==> config.mk <==
export PLATFORM = sky130hd
export DESIGN_NAME = fasthash64_stream
export DESIGN_NICKNAME = d
export VERILOG_FILES = /design/src/rtl/fh64_pkg.sv /design/src/rtl/fh64_mul.sv /design/src/rtl/fh64_datapath.sv /design/src/rtl/fh64_ctrl.sv /design/src/rtl/fasthash64_stream.sv
export VERILOG_INCLUDE_DIRS = /design/src /design/src/rtl
export SDC_FILE = /design/constraint.sdc
export NUM_CORES = 2
export LEC_CHECK = 0
export ABC_AREA = 1
export ABC_CLOCK_PERIOD_IN_PS = 7970
export BUFFER_PORTS_ARGS = -buffer_cell sky130_fd_sc_hd__buf_4
export CORE_MARGIN = 2
export CORE_UTILIZATION = 58
export DETAILED_ROUTE_END_ITERATION = 8
export PLACE_DENSITY = 0.84
export REMOVE_ABC_BUFFERS = 1
export SYNTH_ARGS = -nofsm -noshare
export SYNTH_HDL_FRONTEND = slang
export SYNTH_SLANG_ARGS = --single-unit
==> constraint.sdc <==
create_clock -name clk -period 7.97 [get_ports clk]
set_clock_uncertainty 0.2 [all_clocks]
set_input_delay 1.1955 -clock clk [delete_from_list [all_inputs] [get_ports clk]]
set_output_delay 1.1955 -clock clk [all_outputs]
set_load 0.02 [all_outputs]
==> src/rtl/assert_macros.svh <==
// Assertion macros for the RTL files that check themselves.
// No dependencies; pulled in by `include.
`ifndef ASSERT_MACROS_SVH
`define ASSERT_MACROS_SVH

// Antecedent implies consequent in the same cycle.
`define ASSERT_IMPL(label, clk, rst_n, ante, cons, msg) \
    label: assert property (@(posedge clk) disable iff (!rst_n) (ante) |-> (cons)) \
        else $error(msg);

// Antecedent implies consequent in the next cycle.
`define ASSERT_NEXT(label, clk, rst_n, ante, cons, msg) \
    label: assert property (@(posedge clk) disable iff (!rst_n) (ante) |=> (cons)) \
        else $error(msg);

`endif

==> src/rtl/fh64_pkg.sv <==
// fasthash64 shared constants, operand select codes and controller/datapath structs.
// No dependencies.
package fh64_pkg;

    localparam logic [63:0] HASH_MUL_M = 64'h880355f21e6d1965;
    localparam logic [63:0] MIX_MUL    = 64'h2127599bf4325c37;
    localparam logic [63:0] SEED_RESET = 64'h7766554433221100;
    localparam int unsigned MIX_SHIFT_A = 23;
    localparam int unsigned MIX_SHIFT_B = 47;

    localparam logic [1:0] SEL_LEN  = 2'd0;
    localparam logic [1:0] SEL_WORD = 2'd1;
    localparam logic [1:0] SEL_ACC  = 2'd2;
    localparam logic [1:0] SEL_FIN  = 2'd3;

    typedef struct packed {
        logic       load_in;
        logic       mul_start;
        logic [1:0] mul_sel;
        logic       acc_len;
        logic       acc_prod;
        logic       out_load;
    } cmd_t;

    typedef struct packed {
        logic mul_busy;
        logic mul_done;
        logic first;
        logic nonzero;
        logic last;
        logic out_free;
    } stat_t;

endpackage

==> src/rtl/fh64_mul.sv <==
// Iterative 64x64 multiplier, low 64 bits of the product, one 32x32 partial per cycle.
// Depends on nothing; used by fh64_datapath.
module fh64_mul
(
    input  logic        clk,
    input  logic        rst_n,
    input  logic        start,
    input  logic [63:0] a,
    input  logic [63:0] b,
    output logic        busy,
    output logic        done,
    output logic [63:0] prod
);

    logic [63:0] a_reg;
    logic [63:0] b_reg;
    logic [1:0]  step_reg;
    logic        run_reg;
    logic        done_reg;
    logic [63:0] pp_reg;
    logic [63:0] acc_reg;
    logic [31:0] op_a;
    logic [31:0] op_b;
    logic [63:0] pp_next;
    logic [63:0] acc_next;

    assign op_a    = step_reg[1] ? a_reg[63:32] : a_reg[31:0];
    assign op_b    = (step_reg == 2'd1) ? b_reg[63:32] : b_reg[31:0];
    assign pp_next = {32'b0, op_a} * {32'b0, op_b};

    always_comb
    begin
        acc_next = acc_reg;
        case (step_reg)
            2'd0:    acc_next = acc_reg;
            2'd1:    acc_next = pp_reg;
            default: acc_next = {acc_reg[63:32] + pp_reg[31:0], acc_reg[31:0]};
        endcase
    end

    always_ff @(posedge clk or negedge rst_n)
    begin
        if (!rst_n)
        begin
            run_reg  <= 1'b0;
            done_reg <= 1'b0;
            step_reg <= 2'd0;
        end
        else
        begin
            done_reg <= 1'b0;
            if (start)
            begin
                run_reg  <= 1'b1;
                step_reg <= 2'd0;
            end
            else if (run_reg)
            begin
                step_reg <= step_reg + 2'd1;
                if (step_reg == 2'd3)
                begin
                    run_reg  <= 1'b0;
                    done_reg <= 1'b1;
                end
            end
        end
    end

    always_ff @(posedge clk)
    begin
        if (start)
        begin
            a_reg <= a;
            b_reg <= b;
        end
        if (run_reg)
        begin
            pp_reg  <= pp_next;
            acc_reg <= acc_next;
        end
    end

    assign busy = run_reg;
    assign done = done_reg;
    assign prod = acc_reg;

endmodule

==> src/rtl/fh64_datapath.sv <==
// fasthash64 datapath: input latch, seed, accumulator, mix logic and result register.
// Depends on fh64_pkg and fh64_mul.
module fh64_datapath
(
    input  logic            clk,
    input  logic            rst_n,
    input  fh64_pkg::cmd_t  cmd,
    output fh64_pkg::stat_t stat,
    input  logic [63:0]     in_word,
    input  logic [3:0]      in_count,
    input  logic            in_first,
    input  logic            in_last,
    input  logic [31:0]     in_len,
    input  logic            cfg_we,
    input  logic [63:0]     cfg_data,
    output logic            out_valid,
    input  logic            out_ready,
    output logic [63:0]     out_hash
);

    logic [63:0] seed_reg;
    logic [63:0] acc_reg;
    logic [63:0] word_reg;
    logic [31:0] len_reg;
    logic        first_reg;
    logic        nz_reg;
    logic        last_reg;
    logic        out_valid_reg;
    logic [63:0] hash_reg;
    logic [63:0] masked;
    logic [63:0] mul_a;
    logic [63:0] mul_b;
    logic [63:0] prod;
    logic [63:0] prod_mixed;
    logic        mul_busy;
    logic        mul_done;

    always_comb
    begin
        for (int i = 0; i < 8; i++)
        begin
            masked[i*8 +: 8] = (in_count[3] || (in_count[2:0] > 3'(i)))
                             ? in_word[i*8 +: 8] : 8'h00;
        end
    end

    assign prod_mixed = prod ^ (prod >> fh64_pkg::MIX_SHIFT_B);

    always_comb
    begin
        mul_a = {32'b0, len_reg};
        mul_b = fh64_pkg::HASH_MUL_M;
        case (cmd.mul_sel)
            fh64_pkg::SEL_LEN:
            begin
                mul_a = {32'b0, len_reg};
                mul_b = fh64_pkg::HASH_MUL_M;
            end
            fh64_pkg::SEL_WORD:
            begin
                mul_a = word_reg ^ (word_reg >> fh64_pkg::MIX_SHIFT_A);
                mul_b = fh64_pkg::MIX_MUL;
            end
            fh64_pkg::SEL_ACC:
            begin
                mul_a = acc_reg ^ prod_mixed;
                mul_b = fh64_pkg::HASH_MUL_M;
            end
            default:
            begin
                mul_a = acc_reg ^ (acc_reg >> fh64_pkg::MIX_SHIFT_A);
                mul_b = fh64_pkg::MIX_MUL;
            end
        endcase
    end

    fh64_mul u_mul
    (
        .clk   (clk),
        .rst_n (rst_n),
        .start (cmd.mul_start),
        .a     (mul_a),
        .b     (mul_b),
        .busy  (mul_busy),
        .done  (mul_done),
        .prod  (prod)
    );

    always_ff @(posedge clk or negedge rst_n)
    begin
        if (!rst_n)
        begin
            seed_reg      <= fh64_pkg::SEED_RESET;
            acc_reg       <= 64'd0;
            out_valid_reg <= 1'b0;
            first_reg     <= 1'b0;
            nz_reg        <= 1'b0;
            last_reg      <= 1'b0;
        end
        else
        begin
            if (cfg_we)
                seed_reg <= cfg_data;
            if (cmd.acc_len)
                acc_reg <= seed_reg ^ prod;
            else if (cmd.acc_prod)
                acc_reg <= prod;
            if (cmd.load_in)
            begin
                first_reg <= in_first;
                nz_reg    <= (in_count != 4'd0);
                last_reg  <= in_last;
            end
            if (cmd.out_load)
                out_valid_reg <= 1'b1;
            else if (out_ready)
                out_valid_reg <= 1'b0;
        end
    end

    always_ff @(posedge clk)
    begin
        if (cmd.load_in)
        begin
            word_reg <= masked;
            len_reg  <= in_len;
        end
        if (cmd.out_load)
            hash_reg <= prod_mixed;
    end

    assign stat.mul_busy = mul_busy;
    assign stat.mul_done = mul_done;
    assign stat.first    = first_reg;
    assign stat.nonzero  = nz_reg;
    assign stat.last     = last_reg;
    assign stat.out_free = !out_valid_reg || out_ready;

    assign out_valid = out_valid_reg;
    assign out_hash  = hash_reg;

endmodule

==> src/rtl/fh64_ctrl.sv <==
// fasthash64 controller: sequences the multiplies for one input transfer.
// Depends on fh64_pkg.
module fh64_ctrl
(
    input  logic            clk,
    input  logic            rst_n,
    input  logic            in_valid,
    output logic            in_ready,
    output fh64_pkg::cmd_t  cmd,
    input  fh64_pkg::stat_t stat
);

    localparam logic [3:0] S_IDLE = 4'd0;
    localparam logic [3:0] S_PLAN = 4'd1;
    localparam logic [3:0] S_LEN  = 4'd2;
    localparam logic [3:0] S_MIDW = 4'd3;
    localparam logic [3:0] S_WORD = 4'd4;
    localparam logic [3:0] S_ACC  = 4'd5;
    localparam logic [3:0] S_TAIL = 4'd6;
    localparam logic [3:0] S_FIN  = 4'd7;
    localparam logic [3:0] S_OUT  = 4'd8;

    logic [3:0] state_reg;
    logic [3:0] state_next;

    always_comb
    begin
        state_next    = state_reg;
        cmd           = '0;
        cmd.mul_sel   = fh64_pkg::SEL_LEN;
        in_ready      = 1'b0;
        unique case (state_reg)
            S_IDLE:
            begin
                in_ready    = 1'b1;
                cmd.load_in = in_valid;
                if (in_valid)
                    state_next = S_PLAN;
            end
            S_PLAN:
            begin
                if (stat.first)
                begin
                    cmd.mul_start = 1'b1;
                    cmd.mul_sel   = fh64_pkg::SEL_LEN;
                    state_next    = S_LEN;
                end
                else
                    state_next = S_MIDW;
            end
            S_LEN:
            begin
                if (stat.mul_done)
                begin
                    cmd.acc_len = 1'b1;
                    state_next  = S_MIDW;
                end
            end
            S_MIDW:
            begin
                if (stat.nonzero)
                begin
                    cmd.mul_start = 1'b1;
                    cmd.mul_sel   = fh64_pkg::SEL_WORD;
                    state_next    = S_WORD;
                end
                else
                    state_next = S_TAIL;
            end
            S_WORD:
            begin
                if (stat.mul_done)
                begin
                    cmd.mul_start = 1'b1;
                    cmd.mul_sel   = fh64_pkg::SEL_ACC;
                    state_next    = S_ACC;
                end
            end
            S_ACC:
            begin
                if (stat.mul_done)
                begin
                    cmd.acc_prod = 1'b1;
                    state_next   = S_TAIL;
                end
            end
            S_TAIL:
            begin
                if (stat.last)
                begin
                    cmd.mul_start = 1'b1;
                    cmd.mul_sel   = fh64_pkg::SEL_FIN;
                    state_next    = S_FIN;
                end
                else
                    state_next = S_IDLE;
            end
            S_FIN:
            begin
                if (stat.mul_done)
                    state_next = S_OUT;
            end
            S_OUT:
            begin
                if (stat.out_free)
                begin
                    cmd.out_load = 1'b1;
                    state_next   = S_IDLE;
                end
            end
            default:
            begin
                state_next = S_IDLE;
            end
        endcase
    end

    always_ff @(posedge clk or negedge rst_n)
    begin
        if (!rst_n)
            state_reg <= S_IDLE;
        else
            state_reg <= state_next;
    end

endmodule

==> src/rtl/fasthash64_stream.sv <==
// Channel   Signals                          Content
// s_*       s_tvalid s_tready s_tdata ...    message words, tuser = first, tlast = last
// m_*       m_tvalid m_tready m_tdata        64-bit hash per message
// cfg_*     cfg_valid cfg_ready cfg_data     seed write
//
// Each multiply runs on one shared 32x32 unit.
// A transfer runs up to four multiplies (length, word mix, accumulator, final mix), plus
// a hash load on a last transfer; input is taken only when idle.
// Reset loads the default seed and clears the accumulator; the result register
// holds while m_tready is low and the next transfer is still accepted meanwhile.
// Top level; depends on fh64_pkg, fh64_ctrl, fh64_datapath, assert_macros.svh.
`include "assert_macros.svh"
module fasthash64_stream
(
    input  logic         clk,
    input  logic         rst_n,
    input  logic         s_tvalid,
    output logic         s_tready,
    input  logic [103:0] s_tdata,   // data_word[63:0], byte_count[67:64], message_length[99:68]
    input  logic         s_tuser,   // first_item
    input  logic         s_tlast,
    output logic         m_tvalid,
    input  logic         m_tready,
    output logic [63:0]  m_tdata,   // hash_value[63:0]
    input  logic         cfg_valid,
    output logic         cfg_ready,
    input  logic [63:0]  cfg_data
);

    fh64_pkg::cmd_t  cmd;
    fh64_pkg::stat_t stat;

    assign cfg_ready = 1'b1;

    fh64_ctrl u_ctrl
    (
        .clk      (clk),
        .rst_n    (rst_n),
        .in_valid (s_tvalid),
        .in_ready (s_tready),
        .cmd      (cmd),
        .stat     (stat)
    );

    fh64_datapath u_dp
    (
        .clk       (clk),
        .rst_n     (rst_n),
        .cmd       (cmd),
        .stat      (stat),
        .in_word   (s_tdata[63:0]),
        .in_count  (s_tdata[67:64]),
        .in_first  (s_tuser),
        .in_last   (s_tlast),
        .in_len    (s_tdata[99:68]),
        .cfg_we    (cfg_valid),
        .cfg_data  (cfg_data),
        .out_valid (m_tvalid),
        .out_ready (m_tready),
        .out_hash  (m_tdata)
    );

    `ASSERT_NEXT(a_one_at_a_time, clk, rst_n, s_tvalid && s_tready, !s_tready, "input taken while busy")
    `ASSERT_IMPL(a_mul_no_restart, clk, rst_n, cmd.mul_start, !stat.mul_busy, "multiplier restarted")
    `ASSERT_IMPL(a_no_overwrite, clk, rst_n, cmd.out_load, !m_tvalid || m_tready, "pending hash lost")

endmodule
**Word-level counts from Yosys, hierarchy flattened**

Cells that the tools add are included.

- Flip-flop bits (word level): 556
- Output and inout bits: 67

- Bitwise gates (word level): 6
- Equal/unequal tests: 18
- Mux-type cells: 39
- Add/sub/neg operators: 2
- Magnitude comparators: 8
- Reduce and logical (&&, ||, !) cells: 21
- Multiply operators: 1

Operators by type and width:

| operator | number |
|---|---|
| 64-bit two-way mux | 3 |
| 64-bit case mux with 3 select lines | 1 |
| 64-bit case mux with 2 select lines | 1 |
| 64-bit by 41-bit XOR with 64-bit output | 2 |
| 64-bit XOR | 2 |
| 32-bit by 32-bit multiplier with 64-bit output | 1 |
| 32-bit two-way mux | 2 |
| 64-bit by 17-bit XOR with 64-bit output | 1 |
| 4-bit case mux with 9 select lines | 1 |
| 32-bit adder | 1 |
| 4-bit two-way mux | 6 |
| 4-bit by 3-bit equality test with 1-bit output (second input constant) | 4 |
| 1-bit two-way mux | 16 |
| 3-bit two-way mux | 5 |
| 3-bit greater-than comparator (second input constant) | 4 |
| 3-bit case mux with 4 select lines | 1 |
| 1-bit logical OR | 9 |
| 4-bit by 2-bit equality test with 1-bit output (second input constant) | 2 |
| 2-bit by 1-bit != test with 1-bit output (second input constant) | 4 |
| 3-bit by 1-bit greater-than comparator with 1-bit output (second input constant) | 2 |
| 3-bit by 2-bit greater-than comparator with 1-bit output (second input constant) | 2 |
| 2-bit two-way mux | 3 |
| 6-bit AND reduction | 1 |
| 2-bit nonzero test | 3 |
| other kinds (14) | 18 |

**Logic depth before layout (Yosys ltp)**

- Depth after elaboration: 5
- Depth in mapped cells: 38
- Depth with buffers taken out: 34

**Hierarchy**

A second synthesis with hierarchy kept.

- Cells, all modules: 7138
- Area, all modules: 60828.3 um^2

Modules (own cells, without submodules):

| module | area each (um^2) | cells each | instances | seq. area each (um^2) |
|---|---|---|---|---|
| fh64_mul | 45937.8 | 5513 | 1 | 7787.5 |
| fh64_datapath | 14445.1 | 1553 | 1 | 8137.8 |
| fh64_ctrl | 434.2 | 70 | 1 | 100.1 |
| fasthash64_stream | 11.3 | 2 | 1 | 0.0 |

**Worst setup path after synthesis**

Ideal clock, no wire load.

- Path kind: reg-to-reg
- From: register u_dp.u_mul.step_reg[1]
- To: register u_dp.u_mul.pp_reg[63] (data pin)
- Path buffers: 5
- Path slack: 0.406 ns
- Clock period less this slack: 7.564 ns
- Cell stages (with the launch flop): 36
- Required time: 7.518 ns
- Arrival time: 7.112 ns
- Cell sequence: dfrtp_1 clkbuf_2 inv_2 buf_2 ha_1 buf_4 inv_1 buf_2 a21oi_1 inv_1 buf_2 nor2_1 inv_1 fa_1 inv_1 fa_1 inv_1 fa_1 fa_1 inv_1 fa_1 fa_1 fa_1 inv_1 fa_1 inv_1 ha_1 nand2_1 nor2_1 inv_1 nor3_2 nand2_1 nor3_1 nand2_1 nand3_1 nand2_1

- Cells in the longest elaborated chain, start to end: 3
- Elaborated cells between the ends (all ways): 4
- Classes of those cells: 1 x mul; 1 x eq/ne; 2 x mux

RTL lines:

| what | RTL line | text |
|---|---|---|
| from (decl) | fh64_mul.sv:17 | `logic [1:0] step_reg;` |
| from (signal assigned) | fh64_mul.sv:59 | `step_reg <= step_reg + 2'd1;` |
| 2-bit by 1-bit equality test with 1-bit output | fh64_mul.sv:28 | `assign op_b = (step_reg == 2'd1) ? b_reg[63:32] : b_reg[31:0];` |
| 32-bit two-way mux | fh64_mul.sv:28 |  |
| 32-bit by 32-bit multiplier with 64-bit output (*) | fh64_mul.sv:29 | `assign pp_next = {32'b0, op_a} * {32'b0, op_b};` |
| via u_dp.u_mul.pp_next[63] | fh64_mul.sv:24 | `logic [63:0] pp_next;` |
| to (signal assigned) | fh64_mul.sv:78 | `pp_reg <= pp_next;` |
| to (decl) | fh64_mul.sv:20 | `logic [63:0] pp_reg;` |

Mark *: on every way through the listed nets, which the timed path passes. The rest lies on a longest branch.
A chain may end at the register's enable or synchronous reset.

**Worst setup path in the final report**

- From: register u_dp.u_mul.step_reg[1]
- To: register u_dp.u_mul.pp_reg[60] (data pin)

The elaborated chain is that of the path after synthesis.

==> summary.md <==
| Metric | Value |
|---|---|
| Worst slew pin tran | `1.243 ns` |
| Slew headroom | `0.1656` |
| CTS root buf | `clkbuf_16` |
| FP Rows | `around 110` |
| Routed WL | `191.4 mm` |
| DP Wirelength | `~160 mm` |
| Placer Congestion | `1.071` |
| Fmax achieved | `around 0.13 GHz` |
| Gr usage total | `0.4041` |
| CP arrival | `between 8 and 9 ns` |
| Hold Crit Class | `reg -> reg` |
| Final instance area | `63320 um2` |
| DR vias | `43930` |
| Synth Instances | `6085` |
| Final hold slack | `0.3103 ns` |
| Fin nets | `around 8100` |
| Antenna viol nets, final | `0` |
| Yosys Warn Count | `0` |
| Cell Area, Synth | `54020 um2` |
| First-pass GRT wire length | `between 200 and 300 mm` |
| Critical Path End Type | `flop` |
| Setup CP Type | `reg -> reg` |
| Synth top area share | `0.2850` |
| Top Ports | `242` |
| M1 WL | `~69 mm` |
| Most frequent CP cell | `nand2_1` |
| Layout cell share with drive strength beyond 1 | `0.1762` |
| Unrepaired setup endpoints after global routing | `yes` |
| Vias per cell | `~5.5` |
| CTS tree | `yes` |
| Placement Cell Area | `60830 um2` |
| Fin. max-slew vios | `0` |
| GRT Residual Overflow | `0` |
| Count leader, synth | `inv_1` |
| Routed wire per std cell | `approximately 24 um` |
| Pre-Repair DR Iteration Count | `9` |
| Worst endpoint required time | `around 8.2 ns` |
| Main synth FF type | `edfxtp_1` |
| Syn avg cell area | `between 8 and 9 um2` |
| Vias in the first global route | `45150` |
| TritonCTS buffer count | `50` |
| Ranking of synthesized cells by area | `fa_1, edfxtp_1, inv_1, ha_1, nand2_1` |
| DR iter-0 viols | `4785` |
| Area Growth Syn to Fin | `17.22%` |
| CTS H-tree lvls | `2` |
| Reg clk slew, reported paths | `0.06 ns` |
| Initial antenna violation count | `10` |
| Hold Buf Count CTS | `0` |
| Final period util | `0.9850` |
| Met2 WL | `a little under 90 mm` |
| Initial core utilization | `0.5876` |
| Yosys top cell by area | `fa_1` |
| Die ar. | `95600 um2` |
| Top delay family on crit path | `adder cells` |
| Chip Height | `approximately 310 um` |
| Post-synth top cells | `inv_1, nand2_1, fa_1` |
| Status | `finished clean` |
| Post-synth EDFFs | `354` |
| Num Clock Sinks | `494` |
| Core area | `91940 um2` |
| Clk_lat worst skew | `0.67 ns` |
| CP startpoint kind | `flop` |
| Die width | `about 310 um` |
| Fin crit period | `7.850 ns` |
| Seq/Total Area, Yosys | `0.2622` |
| PortBufs | `about 240` |
| Crit Path Max Fanout | `20` |
| Final hold vios | `0` |
| Slowest cell on the critical path | `fa_2` |
| # DRC | `0` |
| # setup viols final | `0` |
| Highest Signal Layer | `met5` |
| Asr flop ratio synth | `0.2834` |
| Synthesized flop and latch total | `slightly below 500` |
| Pin count of the biggest net entering global routing | `just under 100` |
| Clk buf depth | `3` |
| Met3 wire len | `about 19 mm` |
| Yosys cell types | `48` |
| Crit path buf inv count | `7` |
| Max Cap Violations | `0` |
| CP peak stage delay | `0.69 ns` |
==> per-layer routing <==
metal,global-route usage,up-vias
li1,-,19610
met2,0.6360,2445
met4,0.2883,4
met5,0,-
met1,0.5024,21210
met3,0.07913,665
==> through the flow <==
step / std cells / setup slack, ns / util / setup TNS, ns
final: 8055 / 0.1199 / 0.6888 / 0
after CTS: 8036 / -0.01601 / 0.6793 / -0.01716
after detailed placement: 7942 / -0.1091 / 0.6616 / -0.9533
after global routing: 8051 / -0.04800 / 0.6886 / -0.2926
after floorplan: 5948 / -2.019 / - / -88.93
after global placement: 7942 / -0.009282 / 0.6616 / -0.01509
==> path summary, 6_finish.rpt <==
check	to	slack [ns]	start	cells after the start
max	u_dp.u_mul.pp_reg[60]	0.12	u_dp.u_mul.step_reg[1]	30
min	u_dp.seed_reg[37]	0.31	u_dp.seed_reg[37]	1
max reg2reg	u_dp.u_mul.pp_reg[60]	0.12	u_dp.u_mul.step_reg[1]	30
min reg2reg	u_dp.seed_reg[37]	0.31	u_dp.seed_reg[37]	1
max in group asynchronous	u_dp.u_mul.step_reg[0]	5.58	rst_n	2
min in group asynchronous	u_dp.seed_reg[11]	0.32	rst_n	1
==> cell usage in the layout, fill, tap and decap left out, drive strengths merged, types with 2 or more instances in the layout <==
| cell | n |
|---|---|
| xnor2 | 90 |
| o21ai | 154 |
| clkinvlp | 5 |
| clkbuf | 74 |
| buf | 762 |
| o22ai | 3 |
| nor3 | 22 |
| nand4 | 34 |
| dfstp | 24 |
| xor2 | 83 |
| nand3 | 151 |
| inv | 1534 |
| mux2 | 65 |
| o211ai | 10 |
| clkinv | 20 |
| nor2 | 674 |
| diode | 6 |
| o21bai | 16 |
| nand2 | 1220 |
| edfxtp | 354 |
| a32oi | 10 |
| o221ai | 9 |
| o2111ai | 17 |
| a21oi | 69 |
| a22oi | 4 |
| ha | 413 |
| a31o | 2 |
| nand3b | 8 |
| fa | 769 |
| nor4 | 5 |
| dfrtp | 116 |
| or2 | 83 |
==> cells by family after synthesis <==
| kind of cell | after synthesis | share of synthesized area |
|---|---|---|
| and+or+nand+nor | 2200 | 0.1641 |
| adders and majority gates | 1182 | 0.3806 |
| buffers and inverters | 1675 | 0.1192 |
| other | 1 | 0.00006942 |
| DFF | 494 | 0.2622 |
| AOI/OAI and AO/OA | 295 | 0.03226 |
| xor gates and xnor gates | 173 | 0.02805 |
| muxes | 65 | 0.01355 |
==> worst reg2reg max path: cells and delay by family (launching register included) <==
family	cells	cell delay (ns)
buf+inv	7	0.85
flops	1	0.46
fa+ha+maj	10	4.83
simple gates	12	1.08
compound gates	1	0.22
==> final cells by class <==
type	count	area, um2
well taps	1243	1555
clock buffers	72	1394
inverters	1538	5789
repair buffers	764	6111
diodes	6	15.01
fillers	7289	28620
flip-flops and latches	494	14170
multi-input cells	3916	34080
clock inverters	22	212.7
==> repair_timing <==
item | CTS | global route
pin swaps | 0 | 26
setup endpoints to repair | 25 | 45
gates resized for setup | 10 | 190
cloned | 0 | 1
setup buffers | 0 | 12
Power is left out: the tool's default activity adds up to more than one toggle a clock period on the data nets, which glitch-free logic cannot reach.
